File: config.mk
export PLATFORM = sky130hd
export DESIGN_NAME = bba_ctrl
export DESIGN_NICKNAME = d
export VERILOG_FILES = /design/src/sv/bba_pkg.sv /design/src/sv/bba_ctrl.sv
export SDC_FILE = /design/constraint.sdc
export NUM_CORES = 1
export LEC_CHECK = 0
export ABC_AREA = 1
export BUFFER_PORTS_ARGS = -buffer_cell sky130_fd_sc_hd__buf_2
export CAP_MARGIN = 10
export CORE_MARGIN = 2
export CORE_UTILIZATION = 55
export DETAILED_ROUTE_END_ITERATION = 16
export PLACE_DENSITY = 0.9
export SLEW_MARGIN = 10
export SYNTH_ARGS = -nofsm -noshare
export SYNTH_HDL_FRONTEND = slang
export SYNTH_SLANG_ARGS = --single-unit
File: constraint.sdc
create_clock -name clk -period 2.5 [get_ports clk]
set_input_delay 0.125 -clock clk [delete_from_list [all_inputs] [get_ports clk]]
set_output_delay 0.125 -clock clk [all_outputs]
set_load 0.02 [all_outputs]
File: src/sv/bba_pkg.sv
// ----------------------------------------------------------------------------
// bba_pkg
// Shared types and constants for the buddy block allocator.
// ----------------------------------------------------------------------------
package bba_pkg;

	localparam int MAX_ORDER_DEF = 10;
	localparam int ORD_W         = 4;
	localparam int LSL_W         = 5;
	localparam int ADDR_W        = 48;
	localparam int SIZE_W        = 32;
	localparam int STAT_W        = 2;
	localparam int CFG_IDX_W     = 2;

	localparam logic [CFG_IDX_W-1:0] CFG_LEAF_LOG2 = 2'd0;
	localparam logic [CFG_IDX_W-1:0] CFG_MAX_ORDER = 2'd1;
	localparam logic [CFG_IDX_W-1:0] CFG_POOL_BASE = 2'd2;

	localparam logic [LSL_W-1:0]  LSL_RST   = 5'd4;
	localparam logic [ORD_W-1:0]  MAXO_RST  = 4'd10;
	localparam logic [ADDR_W-1:0] BASE_RST  = 48'h0000_4000_0000;

	localparam logic OPC_ALLOC = 1'b0;
	localparam logic OPC_FREE  = 1'b1;

	localparam logic [STAT_W-1:0] ST_OK  = 2'd0;
	localparam logic [STAT_W-1:0] ST_OOM = 2'd1;
	localparam logic [STAT_W-1:0] ST_BAD = 2'd2;

	typedef enum logic [4:0] {
		S_INIT, S_IDLE, S_DISP,
		S_A_SCAN, S_A_POP, S_SPLIT, S_SPLIT_WR, S_GRANT, S_OOM,
		S_NULL, S_BAD,
		S_F_SUB, S_F_CHK, S_F_VAL, S_MERGE, S_BCHK, S_WALK, S_WCHK, S_PUSH
	} state_t;

	typedef enum logic [4:0] {
		OP_NONE, OP_SWEEP, OP_CAPTURE,
		OP_SCAN_INC, OP_A_READ, OP_A_POP, OP_SPLIT_DEC, OP_SPLIT_WR, OP_A_GRANT,
		OP_OOM, OP_BAD, OP_NULL,
		OP_F_SUB, OP_F_READ, OP_F_CLAIM, OP_B_READ, OP_UNLINK_HEAD,
		OP_WALK_START, OP_WALK_READ, OP_WALK_NEXT, OP_WALK_LINK, OP_PUSH
	} dp_op_t;

	typedef struct packed {
		logic cfg_hit;
		logic sweep_last;
		logic is_free;
		logic null_free;
		logic fit_cur;
		logic fit_low;
		logic head_end;
		logic at_top;
		logic range_bad;
		logic entry_ok;
		logic buddy_free;
		logic head_is_buddy;
		logic walk_stop;
		logic link_hit;
		logic out_free;
	} dp_stat_t;

endpackage

File: src/sv/bba_ctrl.sv
// ----------------------------------------------------------------------------
// bba_ctrl
// Sequencer: at most one datapath operation per cycle for allocate, free and clear.
// ----------------------------------------------------------------------------
module bba_ctrl (
	input  logic              clk,
	input  logic              arst_n,
	input  logic              in_valid,
	output logic              in_ready,
	input  bba_pkg::dp_stat_t stat,
	output bba_pkg::dp_op_t   op
);
	import bba_pkg::*;

	state_t state_q;
	state_t state_d;

	always_ff @(posedge clk or negedge arst_n) begin
		if (!arst_n) state_q <= S_INIT;
		else         state_q <= state_d;
	end

	always_comb begin
		state_d = state_q;
		case (state_q)
			S_INIT:     if (stat.sweep_last) state_d = S_IDLE;
			S_IDLE:     if (in_valid) state_d = S_DISP;
			S_DISP: begin
				if (!stat.is_free)       state_d = S_A_SCAN;
				else if (stat.null_free) state_d = S_NULL;
				else                     state_d = S_F_SUB;
			end
			S_A_SCAN: begin
				if (stat.at_top || (stat.fit_cur && !stat.head_end)) begin
					if (!stat.fit_cur || stat.head_end) state_d = S_OOM;
					else                                state_d = S_A_POP;
				end
			end
			S_A_POP:    state_d = S_SPLIT;
			S_SPLIT:    state_d = stat.fit_low ? S_SPLIT_WR : S_GRANT;
			S_SPLIT_WR: state_d = S_SPLIT;
			S_GRANT, S_OOM, S_NULL, S_BAD, S_PUSH: begin
				if (stat.out_free) state_d = S_IDLE;
			end
			S_F_SUB:    state_d = S_F_CHK;
			S_F_CHK:    state_d = stat.range_bad ? S_BAD : S_F_VAL;
			S_F_VAL:    state_d = stat.entry_ok ? S_MERGE : S_BAD;
			S_MERGE:    state_d = stat.at_top ? S_PUSH : S_BCHK;
			S_BCHK: begin
				if (!stat.buddy_free)        state_d = S_PUSH;
				else if (stat.head_is_buddy) state_d = S_MERGE;
				else                         state_d = S_WALK;
			end
			S_WALK:     state_d = stat.walk_stop ? S_PUSH : S_WCHK;
			S_WCHK:     state_d = stat.link_hit ? S_MERGE : S_WALK;
			default:    state_d = S_INIT;
		endcase
		if (stat.cfg_hit) state_d = S_INIT;
	end

	always_comb begin
		op       = OP_NONE;
		in_ready = 1'b0;
		case (state_q)
			S_INIT: op = OP_SWEEP;
			S_IDLE: begin
				in_ready = 1'b1;
				if (in_valid) op = OP_CAPTURE;
			end
			S_A_SCAN: begin
				if (!stat.at_top && (!stat.fit_cur || stat.head_end)) op = OP_SCAN_INC;
				else if (stat.fit_cur && !stat.head_end)              op = OP_A_READ;
			end
			S_A_POP:    op = OP_A_POP;
			S_SPLIT:    if (stat.fit_low) op = OP_SPLIT_DEC;
			S_SPLIT_WR: op = OP_SPLIT_WR;
			S_GRANT:    if (stat.out_free) op = OP_A_GRANT;
			S_OOM:      if (stat.out_free) op = OP_OOM;
			S_NULL:     if (stat.out_free) op = OP_NULL;
			S_BAD:      if (stat.out_free) op = OP_BAD;
			S_PUSH:     if (stat.out_free) op = OP_PUSH;
			S_F_SUB:    op = OP_F_SUB;
			S_F_CHK:    if (!stat.range_bad) op = OP_F_READ;
			S_F_VAL:    if (stat.entry_ok) op = OP_F_CLAIM;
			S_MERGE:    if (!stat.at_top) op = OP_B_READ;
			S_BCHK: begin
				if (stat.buddy_free) op = stat.head_is_buddy ? OP_UNLINK_HEAD : OP_WALK_START;
			end
			S_WALK:     if (!stat.walk_stop) op = OP_WALK_READ;
			S_WCHK:     op = stat.link_hit ? OP_WALK_LINK : OP_WALK_NEXT;
			default: ;
		endcase
	end

	// results only load into a free output word
	a_res_room: assert property (@(posedge clk) disable iff (!arst_n)
		(op == OP_A_GRANT || op == OP_OOM || op == OP_BAD || op == OP_NULL ||
		 op == OP_PUSH) |-> stat.out_free)
		else $error("result loaded over pending word");

	a_walk_seq: assert property (@(posedge clk) disable iff (!arst_n)
		(state_q == S_WCHK) |-> ($past(op) == OP_WALK_READ))
		else $error("list check without read");

	a_split_seq: assert property (@(posedge clk) disable iff (!arst_n)
		(state_q == S_SPLIT_WR && !$past(stat.cfg_hit)) |-> ($past(op) == OP_SPLIT_DEC))
		else $error("split write without order step");

endmodule

Word-level counts from Yosys, hierarchy flattened
Cells that the tools add are included.
{ "op_classes": {"n_addsub": 0, "bitwise": 0, "div": 0, "muxes": 35, "n_eq_ne": 22, "multipliers": 0, "n_shift": 0, "order_cmp": 0, "reduce_logical": 11} }
{ "op_table": {"columns": ["operator", "n"], "rows": [
  ["case mux 5 bit (18 select lines)", 1],
  ["case mux 5 bit (14 select lines)", 1],
  ["two-way mux 5 bit", 12],
  ["equality test 5 x 4 -> 1 bit (second input constant)", 8],
  ["two-way mux 4 bit", 9],
  ["equality test 5 x 3 -> 1 bit (second input constant)", 4],
  ["two-way mux 3 bit", 6],
  ["equality test 5 bit (second input constant)", 3],
  ["!= test 3 bit (second input constant)", 4],
  ["equality test 5 x 2 -> 1 bit (second input constant)", 2],
  ["two-way mux 2 bit", 3],
  ["equality test 5 x 1 -> 1 bit (second input constant)", 1],
  ["logical NOT 5 bit", 1],
  ["OR reduction 5 bit", 1],
  ["AND reduction 4 bit", 1],
  ["logical NOT 1 bit", 3],
  ["two-way mux 1 bit", 3],
  ["logical AND 1 bit", 2],
  ["logical OR 1 bit", 2],
  ["OR reduction 2 bit", 1]
]} }
{ "word_totals": {"ff_bits": 5, "output_inout_bits": 6, "memories": 0, "romBits": 0, "ram_bits": 0, "word_cells": 69, "latch_bits": 0, "in_bits": 18} }

Logic depth before layout (Yosys ltp)
{ "logic_depth": {"depth_word": 6, "ltp_mapped": 11, "ltp_nobuf": 10} }

Least setup slack after synthesis
No wires, ideal clock.
{ "synth_path": {"kind": "reg2reg", "startpoint": "register state_q[2]", "endpoint": "register state_q[0]", "n_path_buf": 0, "path_slack_ns": 1.061, "arrival_ns": 1.373, "setup_time_ns": 0.065, "path_stages_with_launch": 10, "t_required_ns": 2.435, "period_less_slack_ns": 1.439, "path_cell_list": "dfrtp_1 nor2_4 nand2_1 nor2_2 nand2_1 nand3_1 inv_1 nand2_4 nand3_1 nand2_1"} }
{ "synth_via": {"elab_chain_cells": 4, "elab_cells_between_ends": 28, "cone_classes": "22 x eq/ne; 2 x mux; 4 x reduce/logical"} }
{ "synth_lines": {"columns": ["item", "line", "rtl"], "rows": [
  ["from (decl)", "bba_ctrl.sv:15", "state_t state_q;"],
  ["from (signal assigned)", "bba_ctrl.sv:20", "else state_q <= state_d;"],
  ["equality test 5 x 3 -> 1 bit, or another cell as far along", "bba_ctrl.sv:25", "case (state_q)"],
  ["OR reduction 5 bit or OR reduction 2 bit (tied branches)", null, null],
  ["case mux 5 bit (14 select lines) or != test 3 bit (tied branches)", null, null],
  ["two-way mux 5 bit or AND reduction 4 bit (tied branches)", null, null]
]} }
Parallel ways exist; a longest one is shown, timed or not.
A chain may end at the register's enable or synchronous reset.

Final worst setup path
{ "layout_path": {"startpoint": "register state_q[2]", "endpoint": "output port op[1]"} }
{ "layout_via": {"elab_chain_cells": 2, "elab_cells_between_ends": 19, "cone_classes": "17 x eq/ne; 1 x mux; 1 x reduce/logical"} }
{ "layout_lines": {"columns": ["item", "line", "rtl"], "rows": [
  ["equality test 5 bit, or another cell as far along", "bba_ctrl.sv:64", "case (state_q)"],
  ["case mux 5 bit (18 select lines) (*)", "bba_ctrl.sv:64", null],
  ["to (decl)", "bba_ctrl.sv:11", "output bba_pkg::dp_op_t op"]
]} }
Every way passes the cells marked *; elsewhere a longest branch is shown, timed or not.

==> impl_metrics.env <==
export IMPL_wl_met1_um=979
export IMPL_end_kind="primary output"
export IMPL_grt_first_pass_wirelength_mm=4.498
export IMPL_clk_pin_slew_ns=0.04
export IMPL_synth_edf_count=0
export IMPL_drive_gt1_share_pct=24.02
export IMPL_die_w_um=43.25
export IMPL_tightest_slew_ns=0.3270
export IMPL_final_core_util_pct=68.11
export IMPL_hold_path_class="input pin to asynchronous set/reset pin"
export IMPL_grt_ovfl_total=0
export IMPL_period_minus_slack_ns=2.055
export IMPL_post_place_ws_ns=0.7835
export IMPL_ys_async_sr_fraction_pct=100.0
export IMPL_grtUsageTotal_pct=31.08
export IMPL_reg_top3="state_q (5)"
export IMPL_postRouteAntennaNets=0
export IMPL_hold_viol_final=0
export IMPL_num_rows=14
export IMPL_status="finished clean"
export IMPL_ys_seq_area_share_pct=14.77
export IMPL_dominantRegCellSynth="dfrtp_1"
export IMPL_die_h_um=43.25
export IMPL_worst_slack_ns=0.4448
export IMPL_start_util_pct=57.57
export IMPL_cts_buffers=3
export IMPL_syn_to_final_growth_pct=18.32
export IMPL_numClockSinks=5
export IMPL_coreArea_um2=1471
export IMPL_netlist_area_um2=847.1
export IMPL_syn_avg_cell_area_um2=5.536
export IMPL_met2WireLength_mm=1.202
export IMPL_port_buffers=23
export IMPL_clockRootBuffer="clkbuf_4"
export IMPL_cts_setup_buffers=0
export IMPL_timing_hold_ws_ns=0.2408
export IMPL_rsz0062_at_grt="no"
export IMPL_p_leak_uw=0.0006146
export IMPL_setup_viol=0
export IMPL_synth_nets=171
export IMPL_drv_slew=0
export IMPL_worstSetupPathType="flop to primary output"
export IMPL_synth_area_leaders="nand2_1 17%, dfrtp_1 15%, nand3_1 15%"
export IMPL_wl_met3_um=288
export IMPL_grt_max_degree=12
export IMPL_io_pin_count=24
export IMPL_htree_levels=1
export IMPL_vias_per_cell=6.138
export IMPL_avgRoutedWirePerCell_um=13.12
export IMPL_period_share_pct=82.21
export IMPL_syn_inst=153
export IMPL_ys_warn_count=0
export IMPL_grt_pass1_vias=1049
export IMPL_antenna_found_initial=0
export IMPL_synth_top_area_cell="nand2_1"
export IMPL_yosys_register_bits=5
export IMPL_die_area_um2=1870
export IMPL_synth_distinct_cells=26
export IMPL_fin_skew_ns=0.0003973
export IMPL_max_cap_violations=0
export IMPL_cts_tree="yes"
export IMPL_worst_path_max_fanout=7
export IMPL_n_antenna_cell=0
export IMPL_top_register="state_q"
export IMPL_start_kind="flop"
export IMPL_clock_fmax_ghz=0.4866
export IMPL_power_density_nw_per_um2=671.4
export IMPL_required_ns=2.38
export IMPL_cp_data_arrival_time_ns=1.93
export IMPL_vias=1197
export IMPL_wirelength_mm=2.558
export IMPL_largest_reg_flops=5
export IMPL_finalSetupTns_ns=0
export IMPL_irDropWorstVdd_mv=0.5280
export IMPL_highest_layer="met4"
export IMPL_maxSlewHeadroom_pct=78.18
export IMPL_cts_buffer_depth=2
export IMPL_initialDrtViolationCount=90
export IMPL_drc=0
export IMPL_gp_congestion=0.9607
export IMPL_firstDrtPassIters=5
export IMPL_place_hpwl_mm=2.032
export IMPL_synth_top_area_share_pct=16.84
export IMPL_clk_insertion_delay_late_ns=0.23
export IMPL_final_nets=198
==> final cells by class <==
| type | instances | area (µm²) |
|---|---|---|
| clock buffer | 4 | 26.28 |
| fill | 142 | 469.2 |
| inverter | 25 | 93.84 |
| multi-input combinational | 121 | 611.8 |
| sequential | 5 | 125.1 |
| tap | 16 | 20.02 |
| timing repair buffer | 24 | 125.1 |
==> through the flow <==
step           cells  cell area [µm²]  total power, µW
2_1_floorplan    153            847.1            453.8
3_3_place_gp     190            965.9            566.3
3_5_place_dp     190            965.9            570.0
4_1_cts          195             1002            667.4
5_1_grt          195             1002            735.9
6_report         195             1002            672.9
==> synth_stat cells, types with 3 or more instances <==
cell and number:
a21oi_1 6, nand2_4 3, dfrtp_1 5, nor2_1 19, nor2_2 3, inv_2 4
nand2_1 38, nand4_1 6, inv_1 20, nand2_2 3, nand3_1 25, o21ai_0 5
==> critical path, cell delays in order (launching register included) <==
cell and delay (ns):
dfrtp_1 0.47, nor2_4 0.20, nand2_1 0.13, nor2_1 0.25, nand2_1 0.16, nor3b_1 0.19, o2111ai_1 0.09, buf_2 0.19
==> cell usage in the layout, fill, tap and decap left out, types with 4 or more instances in the layout <==
cell	count
inv_1	20
nand4_1	6
nor2_1	19
a21oi_1	6
o21ai_0	5
nand2_1	38
dfrtp_1	5
nand3_1	25
inv_2	4
buf_2	23
==> cell families after synthesis <==
group,synth area share (%)
compound gates,10.93
buf+inv,13.00
flops,14.77
simple gates,61.30
==> where the power goes <==
| group | total, µW | internal, µW | switching [µW] |
|---|---|---|---|
| clock network | 89.6 | 60.1 | 29.5 |
| logic | 449 | 149 | 299 |
| registers | 135 | 97.0 | 37.7 |
==> repair_timing <==
action                                 4_1_cts  5_1_grt
endpoints found under the hold margin        5        0
hold buffers                                 1        0
gates resized for setup                      0        0
==> routing by layer <==
layer	vias to the layer above	track usage (%)
li1	552	-
met1	525	41.34
met2	102	49.55
met3	18	6.383
met4	0	10.30
met5	-	0
==> final timing paths <==
| check | slack [ns] | end | cells past startpoint | start |
|---|---|---|---|---|
| max in group asynchronous | 2.13 | state_q[0]$_DFFE_PN0P_ | 2 | arst_n |
| min reg2reg | 0.67 | state_q[3]$_DFFE_PN0P_ | 2 | state_q[3]$_DFFE_PN0P_ |
| max reg2reg | 0.91 | state_q[3]$_DFFE_PN0P_ | 9 | state_q[2]$_DFFE_PN0P_ |
| max | 0.44 | op[1] | 7 | state_q[2]$_DFFE_PN0P_ |
| min in group clk | 0.28 | state_q[1]$_DFFE_PN0P_ | 5 | stat[1] |
| min | 0.24 | state_q[4]$_DFFE_PN0P_ | 2 | arst_n |
(Power assumes the default switching activity.)
